File: src/hdl/cfc_pkg.sv
// Package: word types, status and command codes, helper functions for the frame checker.
`timescale 1ns / 1ps
package cfc_pkg;

    typedef struct packed {
        logic [7:0] rx_byte;
        logic       flush;
    } in_word_t;

    typedef struct packed {
        logic [2:0]  frame_status;
        logic [2:0]  command;
        logic [7:0]  value_0;
        logic [7:0]  value_1;
        logic [7:0]  value_2;
        logic [7:0]  value_3;
        logic [6:0]  value_4;
        logic [6:0]  value_5;
        logic [15:0] received_crc;
        logic        settings_complete;
    } out_word_t;

    localparam logic [2:0] ST_OK      = 3'd0;
    localparam logic [2:0] ST_LENGTH  = 3'd1;
    localparam logic [2:0] ST_START   = 3'd2;
    localparam logic [2:0] ST_TAG     = 3'd3;
    localparam logic [2:0] ST_DATA    = 3'd4;
    localparam logic [2:0] ST_HEX     = 3'd5;
    localparam logic [2:0] ST_CRC     = 3'd6;
    localparam logic [2:0] ST_UNKNOWN = 3'd7;

    localparam logic [2:0] CMD_IP    = 3'd0;
    localparam logic [2:0] CMD_MASK  = 3'd1;
    localparam logic [2:0] CMD_GW    = 3'd2;
    localparam logic [2:0] CMD_NTP   = 3'd3;
    localparam logic [2:0] CMD_DATE  = 3'd4;
    localparam logic [2:0] CMD_OTHER = 3'd5;

    localparam logic [7:0] CH_CR    = 8'd13;
    localparam logic [7:0] CH_QUERY = 8'h3F;
    localparam logic [7:0] CH_AT    = 8'h40;
    localparam logic [7:0] CH_A     = 8'h41;
    localparam logic [7:0] CH_E     = 8'h45;
    localparam logic [7:0] CH_F     = 8'h46;
    localparam logic [7:0] CH_0     = 8'h30;
    localparam logic [7:0] CH_9     = 8'h39;
    localparam logic [7:0] CH_SP    = 8'h20;

    localparam logic [4:0] FRAME_LEN = 5'd23;
    localparam logic [4:0] OVER_LEN  = 5'd24;
    localparam int         NDIGITS   = 12;

    // frame summary handed from the front part to the back part
    typedef struct packed {
        logic [2:0]   status;
        logic [2:0]   command;
        logic [15:0]  rcrc;
        logic [47:0]  digits;   // 12 BCD digits, entry 0 in [3:0]
    } frame_t;

    function automatic logic [15:0] crc_byte(input logic [15:0] crc, input logic [7:0] b);
        logic [15:0] c;
        c = crc ^ {b, 8'h00};
        for (int i = 0; i < 8; i++)
            c = c[15] ? ((c << 1) ^ 16'h1021) : (c << 1);
        return c;
    endfunction

    function automatic logic is_digit(input logic [7:0] b);
        return (b >= CH_0) && (b <= CH_9);
    endfunction

endpackage

File: src/hdl/cfc_front.sv
// Front part: accepts bytes, tracks position, CRC, hex and faults, emits frame summaries.
`timescale 1ns / 1ps
module cfc_front
    import cfc_pkg::*;
(
    input  logic     clk,
    input  logic     rst_n,
    input  in_word_t in_word,
    input  logic     in_valid,
    output logic     in_stall,
    output frame_t   frm,
    output logic     frm_valid,
    input  logic     frm_stall
);

    logic [4:0]  count_reg;
    logic [15:0] crc_reg;
    logic [15:0] hex_reg;
    logic [2:0]  err_reg;
    logic [7:0]  letter_reg;
    logic [3:0]  digit_reg [NDIGITS];
    logic        take;
    logic [7:0]  b;
    logic [2:0]  code;
    logic [3:0]  nib;
    logic [2:0]  cmd;

    // only a carriage return needs queue space
    assign b        = in_word.rx_byte;
    assign in_stall = frm_stall && !in_word.flush && (b == CH_CR);
    assign take     = in_valid && !in_stall;

    always_comb
    begin
        code = ST_OK;
        nib  = 4'd0;
        if (count_reg == 5'd0)
        begin
            if (b != CH_QUERY) code = ST_START;
        end
        else if (count_reg == 5'd1)
        begin
            code = ST_OK;
        end
        else if (count_reg < 5'd18)
        begin
            if (!is_digit(b) && b != CH_SP) code = ST_DATA;
        end
        else if (count_reg == 5'd18)
        begin
            if (b != CH_AT) code = ST_TAG;
        end
        else if (is_digit(b))
            nib = 4'(b - CH_0);
        else if (b >= CH_A && b <= CH_F)
            nib = 4'(b - CH_A + 8'd10);
        else
            code = ST_HEX;
    end

    assign cmd = (letter_reg >= CH_A && letter_reg <= CH_E) ? 3'(letter_reg - CH_A) : CMD_OTHER;

    always_comb
    begin
        frm_valid = in_valid && !in_word.flush && (b == CH_CR);
        frm.command = cmd;
        if (count_reg != FRAME_LEN)
            frm.status = ST_LENGTH;
        else if (err_reg != ST_OK)
            frm.status = err_reg;
        else if (crc_reg != hex_reg)
            frm.status = ST_CRC;
        else if (cmd == CMD_OTHER)
            frm.status = ST_UNKNOWN;
        else
            frm.status = ST_OK;
        frm.rcrc = (frm.status == ST_OK || frm.status == ST_CRC || frm.status == ST_UNKNOWN)
                   ? hex_reg : 16'd0;
        for (int i = 0; i < NDIGITS; i++)
            frm.digits[i*4 +: 4] = digit_reg[i];
    end

    always_ff @(posedge clk or negedge rst_n)
    begin
        if (!rst_n)
        begin
            count_reg  <= '0;
            crc_reg    <= '0;
            hex_reg    <= '0;
            err_reg    <= '0;
            letter_reg <= '0;
        end
        else if (take)
        begin
            if (in_word.flush || b == CH_CR)
            begin
                count_reg  <= '0;
                crc_reg    <= '0;
                hex_reg    <= '0;
                err_reg    <= '0;
                letter_reg <= '0;
            end
            else if (count_reg >= FRAME_LEN)
                count_reg <= OVER_LEN;
            else
            begin
                count_reg <= count_reg + 5'd1;
                if (code != ST_OK && (err_reg == ST_OK || code < err_reg))
                    err_reg <= code;
                if (count_reg < 5'd18)
                    crc_reg <= crc_byte(crc_reg, b);
                if (count_reg == 5'd1)
                    letter_reg <= b;
                if (count_reg > 5'd18)
                    hex_reg <= {hex_reg[11:0], nib};
            end
        end
    end

    always_ff @(posedge clk)
    begin
        if (take && !in_word.flush && b != CH_CR && count_reg >= 5'd2 && count_reg < 5'd14)
            digit_reg[4'(count_reg - 5'd2)] <= is_digit(b) ? 4'(b - CH_0) : 4'd0;
    end

`ifndef NO_ASSERTIONS
    a_sat: assert property (@(posedge clk) disable iff (!rst_n) count_reg <= OVER_LEN)
        else $error("byte count beyond saturation");
    a_clear: assert property (@(posedge clk) disable iff (!rst_n)
        (take && (in_word.flush || b == CH_CR)) |=> (count_reg == 5'd0 && err_reg == ST_OK))
        else $error("frame state not cleared");
    a_stall: assert property (@(posedge clk) disable iff (!rst_n)
        in_stall |-> frm_stall)
        else $error("input stalled without queue backpressure");
`endif

endmodule

File: src/hdl/cfc_queue.sv
// Two-entry queue of frame summaries between front and back parts.
`timescale 1ns / 1ps
module cfc_queue
    import cfc_pkg::*;
(
    input  logic   clk,
    input  logic   rst_n,
    input  frame_t wr_data,
    input  logic   wr_valid,
    output logic   wr_stall,
    output frame_t rd_data,
    output logic   rd_valid,
    input  logic   rd_stall
);

    frame_t     mem_reg [2];
    logic       wptr_reg;
    logic       rptr_reg;
    logic [1:0] cnt_reg;
    logic       push;
    logic       pop;

    assign wr_stall = (cnt_reg == 2'd2);
    assign rd_valid = (cnt_reg != 2'd0);
    assign rd_data  = mem_reg[rptr_reg];
    assign push     = wr_valid && !wr_stall;
    assign pop      = rd_valid && !rd_stall;

    always_ff @(posedge clk)
    begin
        if (push) mem_reg[wptr_reg] <= wr_data;
    end

    always_ff @(posedge clk or negedge rst_n)
    begin
        if (!rst_n)
        begin
            wptr_reg <= 1'b0;
            rptr_reg <= 1'b0;
            cnt_reg  <= 2'd0;
        end
        else
        begin
            if (push) wptr_reg <= !wptr_reg;
            if (pop)  rptr_reg <= !rptr_reg;
            cnt_reg <= cnt_reg + 2'(push) - 2'(pop);
        end
    end

`ifndef NO_ASSERTIONS
    a_cnt: assert property (@(posedge clk) disable iff (!rst_n) cnt_reg <= 2'd2)
        else $error("queue count overflow");
    a_ptr: assert property (@(posedge clk) disable iff (!rst_n)
        (cnt_reg == 2'd1) |-> (wptr_reg != rptr_reg))
        else $error("queue pointers disagree with count");
    a_hold: assert property (@(posedge clk) disable iff (!rst_n)
        (rd_valid && rd_stall) |=> rd_valid)
        else $error("stalled entry lost");
`endif

endmodule

File: src/hdl/cfc_back.sv
// Back part: decodes numeric groups, updates settings mask, drives output register.
`timescale 1ns / 1ps
module cfc_back
    import cfc_pkg::*;
(
    input  logic      clk,
    input  logic      rst_n,
    input  frame_t    frm,
    input  logic      frm_valid,
    output logic      frm_stall,
    output out_word_t out_word,
    output logic      out_valid,
    input  logic      out_stall
);

    logic [3:0] mask_reg;
    logic       take;
    out_word_t  res;
    logic [3:0] d [NDIGITS];
    logic [3:0] mask_or;
    logic [9:0] g3 [4];
    logic [6:0] g2 [6];

    assign frm_stall = out_valid && out_stall;
    assign take      = frm_valid && !frm_stall;

    always_comb
    begin
        for (int i = 0; i < NDIGITS; i++)
            d[i] = frm.digits[i*4 +: 4];
        for (int k = 0; k < 4; k++)
            g3[k] = 10'(d[3*k]) * 10'd100 + 10'(d[3*k+1]) * 10'd10 + 10'(d[3*k+2]);
        for (int k = 0; k < 6; k++)
            g2[k] = 7'(d[2*k]) * 7'd10 + 7'(d[2*k+1]);
        mask_or = mask_reg | (4'd1 << frm.command[1:0]);
        res = '0;
        res.frame_status = frm.status;
        res.command      = frm.command;
        res.received_crc = frm.rcrc;
        if (frm.status == ST_OK)
        begin
            if (frm.command == CMD_DATE)
            begin
                res.value_0 = {1'b0, g2[0]};
                res.value_1 = {1'b0, g2[1]};
                res.value_2 = {1'b0, g2[2]};
                res.value_3 = {1'b0, g2[3]};
                res.value_4 = g2[4];
                res.value_5 = g2[5];
            end
            else
            begin
                res.value_0 = g3[0][7:0];
                res.value_1 = g3[1][7:0];
                res.value_2 = g3[2][7:0];
                res.value_3 = g3[3][7:0];
                res.settings_complete = (frm.command == CMD_NTP) && (mask_or == 4'hF);
            end
        end
    end

    always_ff @(posedge clk or negedge rst_n)
    begin
        if (!rst_n)
        begin
            mask_reg  <= '0;
            out_valid <= 1'b0;
        end
        else
        begin
            if (take || !out_stall)
                out_valid <= take;
            if (take && frm.status == ST_OK && frm.command != CMD_DATE)
                mask_reg <= (frm.command == CMD_NTP) ? 4'd0 : mask_or;
        end
    end

    always_ff @(posedge clk)
    begin
        if (take) out_word <= res;
    end

`ifndef NO_ASSERTIONS
    a_done: assert property (@(posedge clk) disable iff (!rst_n)
        (take && res.settings_complete) |=> (mask_reg == 4'd0))
        else $error("mask not cleared after completion");
    a_okonly: assert property (@(posedge clk) disable iff (!rst_n)
        (take && frm.status != ST_OK) |=> $stable(mask_reg))
        else $error("failed frame changed mask");
    a_cmplt: assert property (@(posedge clk) disable iff (!rst_n)
        (out_valid && out_word.settings_complete) |-> (out_word.command == CMD_NTP))
        else $error("completion flag on wrong command");
`endif

endmodule

File: src/hdl/command_frame_checker_top.sv
// Top level of the command frame checker.
//  channel | valid     | stall     | payload
//  input   | in_valid  | in_stall  | in_word  (rx_byte, flush)
//  output  | out_valid | out_stall | out_word (status, command, values, crc, complete)
// One byte per cycle unless stalled; a CR result passes the queue and the output register.
// The summary queue holds two frames; only a carriage return can stall input, when it is full.
// Reset is asynchronous and clears frame state and the settings mask.
`timescale 1ns / 1ps
module command_frame_checker_top
    import cfc_pkg::*;
(
    input  logic      clk,
    input  logic      rst_n,
    input  in_word_t  in_word,
    input  logic      in_valid,
    output logic      in_stall,
    output out_word_t out_word,
    output logic      out_valid,
    input  logic      out_stall
);

    frame_t f_frm, q_frm;
    logic   f_valid, f_stall, q_valid, q_stall;

    cfc_front u_front (
        .clk(clk), .rst_n(rst_n), .in_word(in_word), .in_valid(in_valid),
        .in_stall(in_stall), .frm(f_frm), .frm_valid(f_valid), .frm_stall(f_stall)
    );

    cfc_queue u_queue (
        .clk(clk), .rst_n(rst_n), .wr_data(f_frm), .wr_valid(f_valid),
        .wr_stall(f_stall), .rd_data(q_frm), .rd_valid(q_valid), .rd_stall(q_stall)
    );

    cfc_back u_back (
        .clk(clk), .rst_n(rst_n), .frm(q_frm), .frm_valid(q_valid), .frm_stall(q_stall),
        .out_word(out_word), .out_valid(out_valid), .out_stall(out_stall)
    );

endmodule
File: config.mk
export PLATFORM = sky130hd
export DESIGN_NAME = command_frame_checker_top
export DESIGN_NICKNAME = d
export VERILOG_FILES = /design/src/hdl/cfc_pkg.sv /design/src/hdl/cfc_front.sv /design/src/hdl/cfc_queue.sv /design/src/hdl/cfc_back.sv /design/src/hdl/command_frame_checker_top.sv
export SDC_FILE = /design/constraint.sdc
export NUM_CORES = 1
export LEC_CHECK = 0
export ABC_AREA = 1
export BUFFER_PORTS_ARGS = -buffer_cell sky130_fd_sc_hd__buf_2
export CAP_MARGIN = 20
export CORE_ASPECT_RATIO = 1.5
export CORE_MARGIN = 5
export CORE_UTILIZATION = 55
export DETAILED_ROUTE_END_ITERATION = 6
export PLACE_DENSITY_LB_ADDON = 0.15
export REMOVE_ABC_BUFFERS = 1
export SYNTH_ARGS = -nofsm -noshare
export SYNTH_HDL_FRONTEND = slang
export SYNTH_SLANG_ARGS = --single-unit
File: constraint.sdc
create_clock -name clk -period 6.2 [get_ports clk]
set_input_delay 0 -clock clk [delete_from_list [all_inputs] [get_ports clk]]
set_output_delay 0 -clock clk [all_outputs]
set_load 0.05 [all_outputs]
* After elaboration in Yosys (flattened, before gate mapping)
Memory sizes are Yosys's and may differ from the RTL's.
Cells that the tools add are included.
** Word-level totals
- Register bits after elaboration :: 126
- Memory bits (writable) :: 188
- Input port bits :: 13
- Output and inout bits :: 71
- Memories :: 2
** Memory list
- u_queue.mem_reg :: depth 2, bits a word 70, read ports 1, clocked after Yosys merged registers in 0, wr ports 1, RTL line cfc_queue.sv:16 : frame_t mem_reg [2];
- u_front.digit_reg :: depth 12, bits a word 4, read ports 12, clocked after Yosys merged registers in 0, wr ports 1, RTL line cfc_front.sv:21 : logic [3:0] digit_reg [NDIGITS];
** Cells by class
- $add $sub $neg :: 22
- Multipliers :: 14
- $lt $le $gt $ge :: 12
- Eq/ne operators :: 18
- Shift operators :: 1
- Mux-type cells :: 50
- Bitwise logic cells :: 11
- Reduce and logical (&&, ||, !) cells :: 50
** Operator list (count)
- two-way mux 16 bit :: 7
- two-way mux 13 bit :: 8
- two-way mux 3 bit :: 15
- adder 7 x 4 -> 7 bit :: 6
- multiplier 4 x 3 -> 6 bit (second input constant) :: 6
- adder 8 x 4 -> 8 bit :: 4
- adder 8 bit :: 4
- two-way mux 4 bit :: 8
- two-way mux 31 bit :: 1
- multiplier 4 x 3 -> 7 bit (second input constant) :: 4
- multiplier 4 x 5 -> 6 bit (second input constant) :: 4
- two-way mux 8 bit :: 3
- NOT 3 bit :: 8
- logical AND 1 bit :: 20
- >= comparator 8 x 7 -> 1 bit (second input constant) :: 2
- less-or-equal comparator 8 x 7 -> 1 bit (second input constant) :: 2
- inequality test 16 bit :: 1
- inequality test 8 x 6 -> 1 bit (second input constant) :: 2
- bitwise XOR 16 bit :: 1
- equality test 3 bit (second input constant) :: 4
- AND reduction 3 bit :: 4
- two-way mux 5 bit :: 2
- nonzero test 2 bit :: 5
- logical NOT 3 bit :: 3
- 37 further kinds :: 54

* Longest topological paths before layout
- Depth in word-level cells :: 20
- Gate-level depth with buffers :: 23
- Mapped depth without buffers :: 19

* Hierarchy
A second synthesis with hierarchy kept.
** Second synthesis, totals
- Cells, all modules :: 1553
- Area total of the unflattened synthesis :: 16328.2 µm²
** By module, submodules not included
- cfc_back :: times used 1, cells each 674, area each 6133.4 µm², sequential area each 2172.1 µm²
- cfc_queue :: times used 1, cells each 399, area each 5355.1 µm², sequential area each 4304.1 µm²
- cfc_front :: times used 1, cells each 480, area each 4839.6 µm², sequential area each 2642.5 µm²

* Worst setup path after synthesis
Ideal clock, no wire load.
- Kind :: input to register
- Start point :: in in_word[2] in the netlist's numbering
- End point :: mem u_queue.mem_reg[0][0] in the netlist's numbering, enable pin
- Library setup time :: 0.499 ns
- Arrival :: 3.826 ns
- Data required time :: 5.701 ns
- Path slack :: 1.875 ns
- Cell stages on the path :: 6
- Path buffers :: 0
- Path through :: inv_1 > ha_1 > inv_1 > nor3_2 > nand3_1 > nor2_1
** On the way
- Cells in the longest elaborated chain, start to end :: 5
** Ends and longest elaborated chain
- start: declaration :: RTL line command_frame_checker_top.sv:14 : input in_word_t in_word,
- equality test 8 x 4 -> 1 bit :: RTL line cfc_front.sv:65 : frm_valid = in_valid && !in_word.flush && (b == CH_CR);
- logical AND 1 bit :: RTL line cfc_front.sv:65
- logical AND 1 bit :: RTL line cfc_queue.sv:26 : assign push = wr_valid && !wr_stall;
- two-way mux 1 bit :: RTL line cfc_queue.sv:31 : if (push) mem_reg[wptr_reg] <= wr_data;
- two-way mux 1 bit (implied by the code) :: RTL line cfc_queue.sv:31
- end: declaration :: RTL line cfc_queue.sv:16
Every way passes these cells.

* Worst setup path in the final report
- Start point :: reg u_queue.rptr_reg
- End point :: reg, netlist name u_back.out_word[46]
** On the way
- Cells in the longest elaborated chain, start to end :: 4
- Elaborated cells on any way between the ends :: 9
** Ends and longest elaborated chain
- start: declaration :: RTL line cfc_queue.sv:18 : logic rptr_reg;
- start signal: assignment :: RTL line cfc_queue.sv:45 : if (pop) rptr_reg <= !rptr_reg;
- memory (2 x 70 bit) *
- multiplier 4 x 5 -> 6 bit, or another cell as far along :: RTL line cfc_back.sv:32 : g3[k] = 10'(d[3*k]) * 10'd100 + 10'(d[3*k+1]) * 10'd10 + 10'(d[3*k+2]);
- adder 8 bit / NOT 1 bit (equally long branches)
- adder 8 x 4 -> 8 bit / OR reduction 2 bit (equally long branches)
Every way passes the cells marked *; elsewhere a longest branch is shown, timed or not.
A chain may end at the register's enable or synchronous reset.

==> summary.md <==
| Metric | Value |
|---|---|
| Status | finished clean |
| Fill count | about 2,200 |
| Placed cells | 1,798 |
| Area Growth Syn to Fin | 11.8% |
| Final HPWL DP | 22,700 um |
| Clk_skew | approximately 0.018 ns |
| Main synth FF type | edfxtp_1 |
| Top-count cell post-synth | edfxtp_1 |
| Pins Over Slew Limit | 0 |
| Worst slew pin tran | ~1.1 ns |
| Total Die Area | 0.0321 mm2 |
| Slowest Stage Delay on Critical Path | 0.44 ns |
| Post-route setup slack | approximately 2.4 ns |
| Clock tree buffer depth | 3 |
| Final Util | 62.5% |
| Clk slew on worst S/H paths | approximately 0.06 ns |
| Yosys cell types | 49 |
| Post-layout min period | 3.76 ns |
| Crit path max fanout | 40 |
| WS Path Type | reg2reg |
| Fin cells | 1,866 |
| Max reg flops | 140 |
| Die Wd | 148 um |
| CTS root buf | clkbuf_16 |
| Post-DRT Antenna Nets | 0 |
| Largest net degree at the start of global routing | 70 |
| Placeable Area | around 0.028 mm2 |
| CTS tree | yes |
| WP data required | 6.61 ns |
| CP Capture Type | flip-flop |
| Vias | roughly 9,900 |
| Total CTS buffers | 30 |
| Power, Total | 9.00 mW |
| Post-synthesis instance total | around 1,400 |
| WL/cell | 16.8 um |
| Combinational share of power | 51.3% |
| RR Endpoint | u_back.out_word[46] |
| Total wire length | 31,300 um |
| Routability Congestion | 0.874 |
| Yosys top cell area share | 49.2% |
| Die Height | 217 um |
| Critical R2R Launch | u_queue.rptr_reg |
| Global route overflow | 0 |
| Max rail drop VDD | 282 uV |
| Net Switching | slightly below 4 mW |
| Antenna diode count | 0 |
| Asr flop ratio synth | 18.2% |
| Ranking of synthesized cells by area | edfxtp_1 49%, dfrtp_1 9.1%, ha_1 8.7% |
| Setup TNS | 0 ns |
| Initial drt markers | roughly 530 |
| Fin nets | around 1,600 |
| Synthesized flop and latch total | around 310 |
| Num ports | 84 |
| Netlist Area Pre-Place | 0.0157 mm2 |
| Area leader, netlist | edfxtp_1 |
| Port bufs | 83 |
| Sequential fraction of design power | 30.2% |
| Synth warnings | 0 |
| Total Routing Usage GR | 19.9% |
| Slowest CP cell | fa_1 |
| Post-synth top cells | 257 x edfxtp_1, 252 x nand2_1, 173 x inv_1 |
| Clk_lat worst skew | 0.56 ns |
| FMAX | 0.266 GHz |
| Net Sw Frac | 42.8% |
| Initial DRT Pass Iterations | 5 |
| Sequential area share after synthesis | 58.3% |
| Hold Violations, Final | 0 |
| Vias/cell | 5.30 |
| Final Setup Violations | 0 |
| Reg area | slightly above 0.009 mm2 |
| RSZ-0062 raised after global routing | false |
| Post-synth EDFFs | 257 |
| PD cells | 513 mW/mm2 |
| Worst-path cell chain | inv_2 -> buf_4 -> or2_2 -> o21ai_0 -> inv_1 -> ha_1 -> ha_1 -> fa_1 -> ha_1 -> ha_1 -> inv_1 -> nor2_1 -> nor2_1 -> nor2_1 -> nor2_1 -> inv_1 -> or2_2 -> a21oi_1 |
| Hold WC Path Type | in2async |
| Cell internal pwr | roughly 5 mW |
| Worst r2r path cells | 18 |
| Dpl cell area | 0.0165 mm2 |
| Post-route cell area | ~0.018 mm2 |
| Initial antenna violation count | 0 |
| Max_cap viols | 0 |
| Initial Utilization | 55.9% |
| DRC violations left | 0 |
| Final Hold Slack | 0.127 ns |
| Clock power share | 18.6% |
| CTS sink cnt | 314 |
| Postcts setup bufs | 0 |
| Worst Path Arrival | roughly 4.2 ns |
| Tcrit/Tclk final | 60.6% |
| Pleak | 7.45 nW |
| # rows | 75 |
| Normalized max-slew margin | between 20% and 30% |
| Post-place setup slack | 2.39 ns |
| Syn Area/Cell | 11.3 um2 |
| Vias in the first global route | roughly 10,000 |
| Startpoint Class | flip-flop |
| Layout cell share with drive strength beyond 1 | 12.6% |
| Multi-input gate area | 0.00572 mm2 |
| Global-route wire length before repair | 51,300 um |
| Reg2reg setup slack | 2.44 ns |
| Max H-tree Level | 1 |
## worst max-delay path, delay by kind of cell (launching register included)
family / cells / cell delay, ns
AOI/OAI and AO/OA: 2 / 0.26
adders and majority gates: 5 / 1.47
buffers and inverters: 5 / 0.62
DFF: 1 / 0.39
and+or+nand+nor: 6 / 0.86
## cells in the final DEF (no fill, tap or decap), types with 7 or more instances in the layout
cell type      instances
edfxtp_1             257
nand2_1              252
inv_1                172
ha_1                 109
buf_2                 83
nor2_1                70
a21oi_1               65
o21ai_0               62
dfrtp_1               56
xor2_1                51
nand3_1               40
o22ai_1               35
xnor2_1               30
clkbuf_16             30
or2_2                 26
fa_1                  26
nor3_1                16
dlygate4sd3_1         13
nand4_1               12
clkinv_1               9
o21ai_1                8
buf_4                  8
inv_2                  7
clkinv_2               7
## cell families (layout without fill, tap and decap cells)
logic type                 count (synthesis)  after routing  synth area share (%)
buffers and inverters                    210            343                  5.33
AOI/OAI and AO/OA                        194            194                  6.88
and+or+nand+nor                          448            448                  12.7
xor gates and xnor gates                  81             81                  4.52
muxes                                      5              5                 0.319
DFF                                      314            314                  58.3
adders and majority gates                135            135                  12.0
## timing repair
action	CTS	global route
resized for setup	0	0
hold endpoints to repair	78	0
hold buffers	13	0
setup endpoints to repair	0	0
## metal layers
layer  track usage, %  wire (um)  up-vias
met3             2.75       1200       45
li1                 -          -     4939
met1             23.9      12400     4711
met4             5.58        711        0
met5                0          0        -
met2             37.2      17000      190
## power by group through the flow
stage	Clock [mW]	Sequential [mW]	Combinational (mW)
3_5_place_dp	0	2.76	4.63
2_1_floorplan	0	3.48	2.89
5_1_grt	1.80	2.74	5.21
6_report	1.67	2.71	4.61
3_3_place_gp	0	2.75	4.53
4_1_cts	1.71	2.72	4.66
## worst max-delay path by stage
stage / start / to / slack (ns)
after floorplan: u_queue.rptr_reg / u_back.out_word[38] / 0.86
after global routing: u_queue.rptr_reg / u_back.out_word[54] / 2.10
after global placement: u_queue.rptr_reg / u_back.out_word[46] / 2.45
after CTS: u_queue.rptr_reg / u_back.out_word[46] / 2.40
final: u_queue.rptr_reg / u_back.out_word[46] / 2.44
after detailed placement: u_queue.rptr_reg / u_back.out_word[46] / 2.39
## layout make-up
| type | instances | share of cell area (%) |
|---|---|---|
| flip-flops and latches | 314 | 52.1 |
| multi-input cells | 863 | 32.6 |
| clock buffers | 35 | 4.39 |
| inverters | 181 | 3.89 |
| repair buffers | 108 | 3.76 |
| well taps | 346 | 2.47 |
| clock inverters | 19 | 0.713 |
No activity file was read; power rests on OpenSTA's default activity.
